File: src/hw/rtl/cbea_pkg.sv
// Shared types, constants and sizes of the critical-band energy accumulator.
package cbea_pkg;

   // Storage sizes
   localparam int NUM_BANDS    = 32;
   localparam int NUM_BINS     = 512;
   localparam int WEIGHT_DEPTH = 1024;

   localparam int BAND_W  = $clog2(NUM_BANDS);
   localparam int BAND_CW = $clog2(NUM_BANDS + 1);
   localparam int BIN_W   = $clog2(NUM_BINS);
   localparam int WADDR_W = $clog2(WEIGHT_DEPTH);

   // Field widths
   localparam int CMD_W      = 2;
   localparam int INDEX_W    = 10;
   localparam int WEIGHT_W   = 16;
   localparam int RANGE_W    = 9;
   localparam int BASE_W     = 10;
   localparam int POWER_W    = 32;
   localparam int BANDNUM_W  = 5;
   localparam int ENERGY_W   = 42;
   localparam int ACC_W      = 57;
   localparam int PROD_W     = POWER_W + WEIGHT_W;
   localparam int ENERGY_SHIFT = 15;

   // Weight address arithmetic width: covers base plus bin offset
   localparam int SUM_W = ((BIN_W > BASE_W) ? BIN_W : BASE_W) + 2;

   // Request queue between front and back
   localparam int QUEUE_DEPTH = 2;
   localparam int QPTR_W      = $clog2(QUEUE_DEPTH);
   localparam int QCNT_W      = $clog2(QUEUE_DEPTH + 1);

   // Configuration port
   localparam int CSR_INDEX_W = 4;
   localparam int CSR_DATA_W  = 8;
   localparam int BAND_COUNT_W = 6;
   localparam int FIRST_BAND_W = 3;
   localparam logic [CSR_INDEX_W-1:0] CSR_BAND_COUNT = 4'd0;
   localparam logic [CSR_INDEX_W-1:0] CSR_FIRST_BAND = 4'd1;
   localparam logic [BAND_COUNT_W-1:0] BAND_COUNT_RESET = 6'd32;
   localparam logic [FIRST_BAND_W-1:0] FIRST_BAND_RESET = 3'd1;

   // Command codes
   localparam logic [CMD_W-1:0] CMD_WEIGHT = 2'd0;
   localparam logic [CMD_W-1:0] CMD_RANGE  = 2'd1;
   localparam logic [CMD_W-1:0] CMD_BIN    = 2'd2;

   typedef enum logic [1:0] {
      OP_WEIGHT,
      OP_RANGE,
      OP_BIN,
      OP_NONE
   } op_type;

   typedef struct packed {
      logic [CMD_W-1:0]    cmd;
      logic [INDEX_W-1:0]  table_index;
      logic [WEIGHT_W-1:0] weight_value;
      logic [RANGE_W-1:0]  range_first_bin;
      logic [RANGE_W-1:0]  range_last_bin;
      logic [BASE_W-1:0]   range_weight_base;
      logic [POWER_W-1:0]  bin_power;
      logic                final_bin;
   } req_type;

   typedef struct packed {
      logic [BANDNUM_W-1:0] band_number;
      logic [ENERGY_W-1:0]  band_energy;
      logic                 final_band;
   } rsp_type;

   typedef struct packed {
      op_type  op;
      req_type item;
   } queue_entry_type;

   typedef struct packed {
      logic            valid;
      queue_entry_type entry;
   } queue_out_type;

   typedef struct packed {
      logic               active;
      logic [BAND_CW-1:0] lo;
      logic [BAND_CW-1:0] hi;
   } span_type;

endpackage

File: src/hw/rtl/cbea_front.sv
// Front end: takes requests, classifies the command and queues them for the back end.
module cbea_front (
   input  logic                     clock,
   input  logic                     reset,
   input  logic                     start,
   output logic                     busy,
   input  cbea_pkg::req_type        req_data,
   input  logic                     q_pop,
   output cbea_pkg::queue_out_type  q_out
);
   import cbea_pkg::*;

   queue_entry_type    queue_ff [QUEUE_DEPTH];
   logic [QPTR_W-1:0]  wr_ptr_ff, wr_ptr_in;
   logic [QPTR_W-1:0]  rd_ptr_ff, rd_ptr_in;
   logic [QCNT_W-1:0]  count_ff, count_in;
   logic               accept;
   logic               push;
   logic               pop;
   op_type             op;

   always_comb begin
      case (req_data.cmd)
         CMD_WEIGHT: op = OP_WEIGHT;
         CMD_RANGE:  op = OP_RANGE;
         CMD_BIN:    op = OP_BIN;
         default:    op = OP_NONE;
      endcase
   end

   assign busy   = (count_ff == QCNT_W'(QUEUE_DEPTH));
   assign accept = start && !busy;
   // Drop unknown commands here: they never reach the back end
   assign push   = accept && (op != OP_NONE);
   assign pop    = q_pop && (count_ff != '0);

   always_comb begin
      wr_ptr_in = push ? wr_ptr_ff + 1'b1 : wr_ptr_ff;
      rd_ptr_in = pop ? rd_ptr_ff + 1'b1 : rd_ptr_ff;
      count_in  = count_ff;
      if (push && !pop) begin
         count_in = count_ff + 1'b1;
      end else if (pop && !push) begin
         count_in = count_ff - 1'b1;
      end
   end

   always_ff @(posedge clock) begin
      if (reset) begin
         wr_ptr_ff <= '0;
         rd_ptr_ff <= '0;
         count_ff  <= '0;
      end else begin
         wr_ptr_ff <= wr_ptr_in;
         rd_ptr_ff <= rd_ptr_in;
         count_ff  <= count_in;
      end
   end

   always_ff @(posedge clock) begin
      if (push) begin
         queue_ff[wr_ptr_ff] <= '{op: op, item: req_data};
      end
   end

   assign q_out.valid = (count_ff != '0);
   assign q_out.entry = queue_ff[rd_ptr_ff];

endmodule

File: config.mk
export PLATFORM = sky130hd
export DESIGN_NAME = cbea_front
export DESIGN_NICKNAME = d
export VERILOG_FILES = /design/src/hw/rtl/cbea_pkg.sv /design/src/hw/rtl/cbea_front.sv
export SDC_FILE = /design/constraint.sdc
export NUM_CORES = 1
export LEC_CHECK = 0
export ABC_CLOCK_PERIOD_IN_PS = 8610
export BUFFER_PORTS_ARGS = -buffer_cell sky130_fd_sc_hd__buf_4
export CAP_MARGIN = 20
export CORE_MARGIN = 3
export CORE_UTILIZATION = 56
export DETAILED_ROUTE_END_ITERATION = 12
export PLACE_DENSITY = 0.92
export SYNTH_ARGS = -nofsm -noshare
export SYNTH_HDL_FRONTEND = slang
export SYNTH_SLANG_ARGS = --single-unit
File: constraint.sdc
create_clock -name clock -period 8.61 [get_ports clock]
set_input_delay 0.861 -clock clock [delete_from_list [all_inputs] [get_ports clock]]
set_output_delay 0.861 -clock clock [all_outputs]
set_load 0.02 [all_outputs]
Word-level counts from Yosys, hierarchy flattened
Memory sizes are Yosys's and may differ from the RTL's. A register that Yosys moved wholly into a read port is not among the register bits.
Index checks and enable logic that the tools add are counted.
{ "totals": {"register_bits": 4, "latch_bits": 0, "mem_bits_rw": 182, "romBits": 0, "inputBits": 93, "out_inout_bits": 93, "wordCells": 30, "mem_count": 1} }
{ "op_classes": {"n_addsub": 4, "multipliers": 0, "n_div": 0, "magnitude_cmp": 0, "eq_ne": 4, "shifts": 0, "mux": 7, "n_bitwise": 0, "reduce_logical": 11} }
{ "memory_table": {"columns": ["memory", "words", "width", "read_ports", "rd_clocked_by_memory_dff", "write_ports", "line", "source"], "rows": [
  ["queue_ff", 2, 91, 1, 1, 1, "cbea_front.sv:13", "queue_entry_type queue_ff [QUEUE_DEPTH];"]
]} }
{ "ops": {"columns": ["operator", "n"], "rows": [
  ["2-bit one-hot mux with 3 select lines", 1],
  ["1-bit logical AND", 5],
  ["2-bit == test, second input constant", 2],
  ["1-bit 2-to-1 mux", 4],
  ["2-bit 2-to-1 mux", 2],
  ["2-bit nonzero test", 2],
  ["1-bit logical NOT", 3],
  ["1-bit adder, second input constant", 2],
  ["2-bit by 1-bit adder with 2-bit output, second input constant", 1],
  ["2-bit by 1-bit == test with 1-bit output, second input constant", 1],
  ["2-bit logical NOT", 1],
  ["2-bit != test, second input constant", 1],
  ["2-bit by 1-bit subtractor with 2-bit output, second input constant", 1]
]} }

Longest topological paths before layout
Gate-level depths: netlist (run 1).
{ "depth": {"ltp_word": 8, "ltp_mapped": 6, "ltp_nobuf": 6} }

Least setup slack after synthesis (run 1)
No wires, ideal clock.
{ "synth_path": {"path_kind": "input to register", "start": "input port start", "end": "memory queue_ff[0][0] (netlist name), enable pin", "setup_ns": 0.552, "arrival_time_ns": 5.220, "required_time_ns": 8.058, "path_slack_ns": 2.838, "path_stages": 3, "path_cell_list": "inv_1 -> a211oi_4 -> nor2b_1"} }
{ "synth_via": {"elab_chain_cells": 4} }
{ "synth_rtl": {"columns": ["item", "line", "source"], "rows": [
  ["start: declaration", "cbea_front.sv:5", "input logic start,"],
  ["1-bit logical AND", "cbea_front.sv:32", "assign accept = start && !busy;"],
  ["1-bit logical AND", "cbea_front.sv:34", "assign push = accept && (op != OP_NONE);"],
  ["net push", "cbea_front.sv:18", "logic push;"],
  ["1-bit 2-to-1 mux", "cbea_front.sv:61", "if (push) begin"],
  ["1-bit 2-to-1 mux (implied by the code)", "cbea_front.sv:62", "queue_ff[wr_ptr_ff] <= '{op: op, item: req_data};"],
  ["end: declaration", "cbea_front.sv:13", null]
]} }
The timed path passes the listed nets, and every way through them passes these cells.

==> results of run 1 <==
## final timing paths
path                                                  end  slack (ps)  depth (start not counted)
worst min-delay path                                 flop         510                          2
worst max-delay path                            q_out[43]        5370                          3
worst max register to register  queue_ff[0][76]$_DFFE_PP_        5780                          4
worst min register to register                       flop         510                          2
## cells in the mapped netlist, drive strengths merged
| cell | number | share of area |
|---|---|---|
| mux2 | 92 | 0.15 |
| clkbuf | 2 | 0.0011 |
| a211oi | 1 | 0.0029 |
| edfxtp | 182 | 0.80 |
| and2 | 1 | 0.00092 |
| buf | 10 | 0.011 |
| o21ai | 2 | 0.0015 |
| ha | 1 | 0.0018 |
| or3 | 1 | 0.00092 |
| or2 | 1 | 0.00092 |
| a21oi | 1 | 0.00073 |
| nor2b | 3 | 0.0031 |
| nor2 | 4 | 0.0022 |
| inv | 1 | 0.00055 |
| dfxtp | 5 | 0.015 |
| xor2 | 3 | 0.0039 |
## worst reg2reg max path: stages, from the launching register on
cell,delay [ps]
dfxtp_1,430
nor2b_2,100
a211oi_4,240
nor2b_4,880
buf_4,750
## cell families after synthesis
family	share of synthesized area
buf+inv	0.0123
fa+ha+maj	0.00184
xor+xnor	0.00386
mux	0.152
simple gates	0.00808
compound gates	0.00514
flops	0.817
## per-stage QoR
step                power [mW]  worst slack, ps  utilization
floorplan                 1.69             2840            -
global placement          1.97             5250        0.715
detailed placement        1.99             5200        0.715
CTS                       2.74             5320        0.765
global route              2.82             5240        0.765
finish                    2.71             5370        0.765
## where the power goes
part	internal, mW	total, mW	switching, mW
clock	0.450	0.753	0.303
combinational	0.364	0.773	0.409
sequential	1.13	1.19	0.0556
## metal layers
layer  global-route usage  up-vias  share of wire
met5                    0        -              0
met3               0.0668       12          0.079
met2                0.300      131           0.51
li1                     -     1612              -
met4               0.0727        0          0.014
met1                0.211     1695           0.40
## sequential cells by signal (all words and copies together) (netlist names), named ones only
register   flops
wr_ptr_ff      1
count_ff       2
queue_ff     182
rd_ptr_ff      1
## layout make-up
cell class | instances | area (µm²)
inverters | 1 | 3.75
fillers | 637 | 2740
flip-flops and latches | 187 | 5570
repair buffers | 188 | 1410
well taps | 143 | 179
multi-input cells | 110 | 1170
clock buffers | 17 | 425
clock inverters | 15 | 156
==> results by group, run 1 <==
Outcome
  • Status: completed

Power and ir drop
  • Peak supply drop: 0.220 mV
  • Leakage Power: 3.31 nW
  • PwrDens: 304 mW/mm²

Timing
  • Clock Skews: 4.77 ps
  • Max Fclk: 0.309 GHz
  • Slew @ Worst Pin: 1020 ps
  • Final Setup Violations: 0
  • Final hold slack: 513 ps
  • Fin Setup TNS: 0 ps
  • Unrepaired setup endpoints after global routing: no
  • Post-route minimum period: 3240 ps
  • Final Cycle Share: 0.376
  • Slew HR: 0.318
  • Final hold vios: 0
  • Slew Viols, Final: 0

Detailed routing
  • # DRC: 0
  • Via count: 3450
  • Drt pass-1 iters: 5
  • Final antenna-violating net count: 0
  • Iter 0 DRT Violations: 221
  • Wire length per cell: 18.5 µm
  • Routed WL: 12200 µm
  • Vias/cell: 5.22

Setup path
  • CP Class: reg -> out
  • Slowest Stage Delay on Critical Path: 690 ps
  • Cell family contributing the most delay on the critical path: buffers and inverters
  • Worst r2r src: count_ff[0]$_SDFFE_PP0P_
  • WP data required: 7750 ps
  • Critical path buffer and inverter count: 2
  • Critical Path Most Common Cell: buf_4
  • CP max FO: 52
  • CP cell instances: buf_4 -> mux2_2 -> buf_4
  • Crit start category: flop
  • Worst setup EP type: output pin
  • Slowest CP cell: dfxtp_4
  • Worst path arrival time: 2380 ps

Floorplanning
  • Initial core utilization: 0.584
  • Chip Height: 116 µm
  • I/O pin count: 186
  • Row count: 39
  • Die area: 0.0135 mm²
  • Chip Width: 116 µm
  • Core footprint: 0.0117 mm²

Placed design
  • Number of cells after detailed placement: 629
  • Detailed placer's ending HPWL: 8110 µm
  • Routability Congestion: 0.727
  • IO Port Bufs: 185
  • DP Area: 0.00834 mm²

CTS
  • CTS tree: done
  • Worst-path clk slew: 60 ps
  • PostCTS Resize Cnt: 0
  • Hold_buf cts: 0
  • Clock sinks: 187
  • CTS Buffer Depth: 2
  • Post-CTS Setup Bufs: 0
  • H-tree depth: 4
  • Num CTS Buffers: 17
  • Clock root cell: clkbuf_16
  • Clk Latency, worst-skew pair: 410 ps

Finish
  • Commonest non-fill, non-tap cells in the layout: 188 x buf_4, 182 x edfxtp_1, 91 x mux2_2
  • Final net count: 599
  • Layout cells sized above 1: 0.602
  • Antenna cells: 0
  • Post-Layout Cell Count: 661
  • Area Growth Syn to Fin: 30.9%
  • Final instance area: 0.00892 mm²
  • Commonest non-fill, non-tap cell in the layout: buf_4

Global route
  • Largest net degree at the start of global routing: 56
  • Grt ovf: 0
  • Vias in the first global route: 3558
  • Gr usage total: 0.179
  • Initial antenna violation count: 0
  • First-pass GRT wire length: 17800 µm

Yosys
  • Yosys warns: 0
  • Synth unique cells: 19
  • Gate count after technology mapping: 310
  • Synthesized area: 0.00681 mm²
  • Sequential area share after synthesis: 0.817
  • Syn nets: 404
  • #FFs+latches synth: 187
  • Synthesized area per cell: 22.0 µm²

Min path
  • Worst hold start: rd_ptr_ff$_SDFFE_PP0P_
  • Hold Crit Class: reg -> reg

Flow run
  • Maxcap violations: 0
Note: power is estimated with default switching activity, not from simulation.
==> run 2: changes to the inputs <==
Settings changed: ABC_CLOCK_PERIOD_IN_PS 8610 to 3000, CORE_UTILIZATION 56 to 52, PLACE_DENSITY 0.92 to 0.86.
Clock period 8.61 ns to 3 ns, I/O delays scaled along.
==> results by group, run 2 (synthesis gave the netlist of run 1 again) <==
Setup path
  • Reg2Reg Depth: 4 (unchanged)
  • Critical Path Most Common Cell: buf_4
  • Slowest Stage Delay on Critical Path: 640 ps (-50 ps)
  • CP max FO: 32 (-38%)
  • CP Class: reg -> out
  • Slowest CP cell: dfxtp_4
  • Worst setup EP type: output pin
  • WP data required: 2700 ps (-5050 ps)
  • Worst path arrival time: 1990 ps (-390 ps)
  • Crit start category: flop
  • CP cell instances: buf_4 -> mux2_2 -> buf_4

Detailed routing
  • Vias/cell: 4.99 (-4.4%)
  • Routed WL: 12600 µm (+3.1%)
  • Met2 routed WL: 6450 µm (+3.6%)
  • Metal3 WL: 953 µm (-1.5%)
  • # DRC: 0 (unchanged)
  • Top Layer Used: met4
  • Drt pass-1 iters: 4 (-1)
  • Final antenna-violating net count: 0 (unchanged)
  • WL met1: 4970 µm (+2.1%)
  • Iter 0 DRT Violations: 171 (-23%)
  • Via count: 3458 (+0.23%)
  • Wire length per cell: 18.2 µm (-1.7%)

Finish
  • Commonest non-fill, non-tap cell in the layout: buf_4
  • Area Growth Syn to Fin: 32.2%
  • Final net count: 602 (+0.50%)
  • Final instance area: 0.00901 mm² (+1.0%)
  • Antenna cells: 0 (unchanged)
  • Commonest non-fill, non-tap cells in the layout: 189 x buf_4, 182 x edfxtp_1, 91 x mux2_2
  • Biggest register: queue_ff
  • Regs by FF count: queue_ff x182, count_ff x2
  • Largest register FFs: 182 (unchanged)
  • Layout cells sized above 1: 0.612 (+0.00997)

Timing
  • Final Cycle Share: 0.763
  • Unrepaired setup endpoints after global routing: no
  • Slew Viols, Final: 0 (unchanged)
  • Final Setup Violations: 0 (unchanged)
  • Fin Setup TNS: 0 ps (unchanged)
  • Post-route minimum period: 2290 ps
  • Max Fclk: 0.437 GHz
  • Final hold vios: 0 (unchanged)
  • Slew @ Worst Pin: 617 ps (-404 ps)
  • Slew HR: 0.589 (+0.271)
  • Post-route setup slack: 712 ps (-4660 ps)
  • Clock Skews: 6.83 ps (+2.06 ps)
  • Final hold slack: 64.9 ps (-448 ps)

Floorplanning
  • Die area: 0.0145 mm² (+7.3%)
  • Row count: 41 (+5.1%)
  • Initial core utilization: 0.536 (-0.0487)
  • Chip Width: 120 µm (+3.6%)
  • Core footprint: 0.0127 mm² (+9.1%)
  • Chip Height: 120 µm (+3.6%)
  • I/O pin count: 186 (unchanged)

Placed design
  • Detailed placer's ending HPWL: 8500 µm (+4.8%)
  • Routability Congestion: 0.729 (+0.22%)
  • IO Port Bufs: 185 (unchanged)
  • Pre-CTS setup slack: 1110 ps (-4090 ps)
  • DP Area: 0.00842 mm² (+1.0%)

Global route
  • Vias in the first global route: 3652 (+2.6%)
  • Grt ovf: 0 (unchanged)
  • Initial antenna violation count: 0 (unchanged)
  • Gr usage total: 0.176 (-0.00326)
  • First-pass GRT wire length: 19100 µm (+7.3%)
  • Largest net degree at the start of global routing: 50 (-11%)

Min path
  • Hold Crit Class: in -> reg
  • Worst Hold Depth: 1 (-1)

Power and ir drop
  • Peak supply drop: 0.781 mV (+260%)
  • Leakage Power: 3.35 nW (+1.0%)
  • Power Total: 7.84 mW (+190%)
  • PwrDens: 870 mW/mm² (+190%)

Flow run
  • Maxcap violations: 0 (unchanged)

Outcome
  • Status: completed

CTS
  • Clock root cell: clkbuf_16
  • CTS Buffer Depth: 2 (unchanged)
  • Hold_buf cts: 0 (unchanged)
  • Clk Latency, worst-skew pair: 420 ps (about the same)
  • Worst-path clk slew: 60 ps (about the same)
  • PostCTS Resize Cnt: 0 (unchanged)
  • CTS tree: done
  • Num CTS Buffers: 17 (unchanged)
  • Post-CTS Setup Bufs: 0 (unchanged)
  • Clock sinks: 187 (unchanged)
  • H-tree depth: 4 (unchanged)
==> run 2: layout make-up <==
cell class / count / area [µm²]
clock buffer: 21 / 470
clock inverter: 11 / 119
fill: 820 / 3710
inverter: 1 / 3.75
multi-input combinational: 110 / 1170
sequential: 187 / 5570
tap: 172 / 215
timing repair buffer: 191 / 1460
==> run 2: metrics by stage <==
step	util	std cells
after CTS	0.708	693
final	0.708	693
after floorplan	-	310
after global routing	0.708	693
after detailed placement	0.662	661
after global placement	0.662	661
==> run 2: final timing paths <==
path | startpoint | to | slack [ps]
max | flop | q_out[44] | 710
min | req_data[5] | queue_ff[1][5]$_DFFE_PP_ | 60
max reg2reg | count_ff[0]$_SDFFE_PP0P_ | queue_ff[1][15]$_DFFE_PP_ | 1120
min reg2reg | rd_ptr_ff$_SDFFE_PP0P_ | flop | 520
==> run 2: routing by layer <==
| metal | vias up | GRT usage |
|---|---|---|
| met5 | - | 0 |
| met1 | 1683 | 0.217 |
| li1 | 1619 | - |
| met4 | 0 | 0.0722 |
| met2 | 135 | 0.289 |
| met3 | 21 | 0.0575 |
==> run 2: where the power goes <==
part           switching [mW]  internal (mW)  leakage, nW
sequential              0.149           3.25         1.73
clock                   0.877           1.29        0.293
combinational            1.20           1.07         1.33
total                    2.23           5.61         3.35
==> run 2: worst max-delay path: cells and delay by family (launching register included) <==
family	cells	cell delay, ps
DFF	1	640
buffers and inverters	2	530
muxes	1	380
==> run 3: changes to the inputs <==
Settings changed: ABC_AREA set to 1, ABC_CLOCK_PERIOD_IN_PS 3000 to 1900, CORE_UTILIZATION 52 to 48, PLACE_DENSITY 0.86 to 0.83.
Clock period 3 ns to 1.9 ns, I/O delays scaled along.
==> results by group, run 3 <==
Outcome
  • Status: completed

Setup path
  • Critical path buffer and inverter count: 2 (unchanged)
  • CP cell instances: buf_16 -> mux2_4 -> buf_6
  • Worst setup EP type: output pin
  • WP data required: 1710 ps (-990 ps)
  • CP max FO: 52 (+63%)
  • Reg2Reg Capture Point: queue_ff[1][34]$_DFFE_PP_
  • Critical Path End: q_out[7]
  • Reg2Reg Depth: 6 (+2)
  • R2R Setup Slk: 320 ps (-800 ps)
  • CP Class: reg -> out
  • Worst r2r src: count_ff[1]$_SDFFE_PP0P_
  • Cell family contributing the most delay on the critical path: buffers and inverters
  • Slowest Stage Delay on Critical Path: 380 ps (-260 ps)
  • Levels on crit path: 3 (unchanged)
  • Crit start category: flop
  • Worst path arrival time: 1670 ps (-320 ps)
  • Slowest CP cell: dfxtp_4

Timing
  • Final hold slack: 69.6 ps (+4.67 ps)
  • Clock Skews: 11.0 ps (+4.18 ps)
  • Final hold vios: 0 (unchanged)
  • Max Fclk: 0.537 GHz
  • Slew HR: 0.724 (+0.135)
  • Slew @ Worst Pin: 415 ps (-202 ps)
  • Unrepaired setup endpoints after global routing: yes
  • Post-route minimum period: 1860 ps
  • Slew Viols, Final: 0 (unchanged)
  • Post-route setup slack: 37.2 ps (-675 ps)
  • Fin Setup TNS: 0 ps (unchanged)
  • Final Setup Violations: 0 (unchanged)
  • Final Cycle Share: 0.980

CTS
  • Clock sinks: 187 (unchanged)
  • H-tree depth: 4 (unchanged)
  • CTS Buffer Depth: 2 (unchanged)
  • Worst-path clk slew: 60 ps (about the same)
  • Clk Latency, worst-skew pair: 420 ps (about the same)
  • CTS tree: done
  • Clock root cell: clkbuf_16
  • Num CTS Buffers: 17 (unchanged)

Yosys
  • Prevailing post-synth register cell: edfxtp_1
  • Sequential area share after synthesis: 0.766 (-0.0512)
  • Top post-synthesis cells by area: edfxtp_1 75%, mux2_4 19%, buf_12 2.5%
  • Synth unique cells: 16 (-3)
  • Asr flop ratio synth: 0 (unchanged)
  • Yosys top cell area share: 0.752 (-0.0502)
  • Synth area leader: edfxtp_1
  • Top-count cell post-synth: edfxtp_1
  • Gate count after technology mapping: 323 (+4.2%)
  • Commonest cells in the netlist: 182 x edfxtp_1, 90 x mux2_4, 11 x nand2_1, 9 x buf_12
  • Synthesized area: 0.00727 mm² (+6.7%)
  • Yosys warns: 0 (unchanged)
  • Syn nets: 417 (+3.2%)
  • Synthesized area per cell: 22.5 µm² (+2.4%)
  • Number of synthesized flops with an enable pin: 182 (unchanged)
  • #FFs+latches synth: 187 (unchanged)

Finish
  • Biggest register: queue_ff
  • Final instance area: 0.0105 mm² (+16%)
  • Multi-input combinational cell area: 0.00150 mm² (+27%)
  • Commonest non-fill, non-tap cells in the layout: 182 x edfxtp_1, 145 x buf_4, 90 x mux2_4
  • Largest register FFs: 182 (unchanged)
  • Layout cells sized above 1: 0.506 (-0.106)
  • FF/Latch Area: 0.00557 mm² (about the same)
  • Antenna cells: 0 (unchanged)
  • Post-Layout Cell Count: 806 (+16%)
  • Commonest non-fill, non-tap cell in the layout: edfxtp_1
  • Fin util: 0.714 (+0.00535)
  • Area Growth Syn to Fin: 44.3%
  • Regs by FF count: queue_ff x182, count_ff x2
  • Final net count: 704 (+17%)
  • # fillers: 848 (+3.4%)

Flow run
  • Maxcap violations: 0 (unchanged)

Detailed routing
  • Wire length per cell: 17.7 µm (-2.7%)
  • Drt pass-1 iters: 4 (unchanged)
  • # DRC: 0 (unchanged)
  • Vias/cell: 4.85 (-2.9%)
  • Via count: 3907 (+13%)
  • Iter 0 DRT Violations: 181 (+5.8%)
  • Final antenna-violating net count: 0 (unchanged)
  • Routed WL: 14300 µm (+13%)

Floorplanning
  • Core footprint: 0.0147 mm² (+16%)
  • Die area: 0.0167 mm² (+15%)
  • Row count: 44 (+7.3%)
  • Initial core utilization: 0.495 (-0.0410)
  • Chip Height: 129 µm (+7.1%)
  • Chip Width: 129 µm (+7.1%)
  • I/O pin count: 186 (unchanged)

Global route
  • Vias in the first global route: 4318 (+18%)
  • Largest net degree at the start of global routing: 60 (+20%)
  • Gr usage total: 0.175 (-0.000977)
  • Initial antenna violation count: 0 (unchanged)
  • Grt ovf: 0 (unchanged)
  • First-pass GRT wire length: 22100 µm (+16%)

Power and ir drop
  • PwrDens: 1200 mW/mm² (+38%)
  • Leakage Power: 4.12 nW (+23%)
  • Power Total: 12.6 mW (+60%)
  • Peak supply drop: 0.737 mV (-5.7%)

Placed design
  • Detailed placer's ending HPWL: 8600 µm (+1.2%)
  • Pre-CTS setup slack: 276 ps (-834 ps)
  • Routability Congestion: 0.695 (-4.7%)
  • IO Port Bufs: 185 (unchanged)
  • DP Area: 0.00884 mm² (+4.9%)
  • Number of cells after detailed placement: 686 (+3.8%)

Min path
  • Hold Crit Class: in -> reg
==> run 3: cell count changes after synthesis, moves of 2 or more <==
cell	previous run	this run
mux2_2	91	1
xor2_1	3	0
inv_1	1	7
buf_12	0	9
buf_4	9	0
nor2_1	4	7
nand3_1	0	2
mux2_4	0	90
nand2_1	0	11
nor2b_1	2	0
==> run 3: cell type report <==
type	instances	share of cell area
Clock buffer	19	0.0413
Clock inverter	12	0.0163
Inverter	7	0.00286
Multi-Input combinational cell	117	0.143
Sequential cell	187	0.531
Tap cell	184	0.0219
Timing Repair Buffer	280	0.244
==> run 3: cell families after synthesis <==
family / Yosys count / share of synthesized area
flops: 187 / 0.766
mux: 91 / 0.187
simple gates: 22 / 0.0122
buf+inv: 19 / 0.0310
compound gates: 3 / 0.00206
fa+ha+maj: 1 / 0.00172
==> run 3: worst min path at each step <==
stage	startpoint	end	slack, ps	cells past startpoint
6_report	reset	count_ff[1]$_SDFFE_PP0P_	70	4
5_1_grt	reset	count_ff[1]$_SDFFE_PP0P_	60	4
4_1_cts	reset	count_ff[1]$_SDFFE_PP0P_	50	4
3_5_place_dp	req_data[83]	queue_ff[1][83]$_DFFE_PP_	380	1
3_3_place_gp	req_data[70]	queue_ff[0][70]$_DFFE_PP_	370	1
2_1_floorplan	req_data[0]	queue_ff[0][0]$_DFFE_PP_	290	0
==> run 3: tightest hold or removal path, delay by kind of cell <==
family                 cells  cell delay, ps
buffers and inverters      2             140
AND/OR/NAND/NOR            2             100
==> run 3: where the power goes <==
group	internal (mW)	leakage [nW]	switching (mW)
combinational	1.95	2.11	1.82
clock	2.19	0.293	1.40
sequential	5.05	1.72	0.136
==> run 3: per-layer routing <==
metal / wire (µm) / part of all wire / GRT usage
met1: 5510 / 0.39 / 0.206
met2: 7730 / 0.54 / 0.306
met3: 750 / 0.053 / 0.0491
met4: 280 / 0.020 / 0.0661
met5: 0 / 0 / 0
==> run 3: what timing repair did <==
item | 4_1_cts | 5_1_grt
hold buffers | 89 | 0
setup endpoints to repair | 0 | 52
resized for setup | 0 | 41
buffers inserted | 0 | 0
endpoints found under the hold margin | 182 | 0
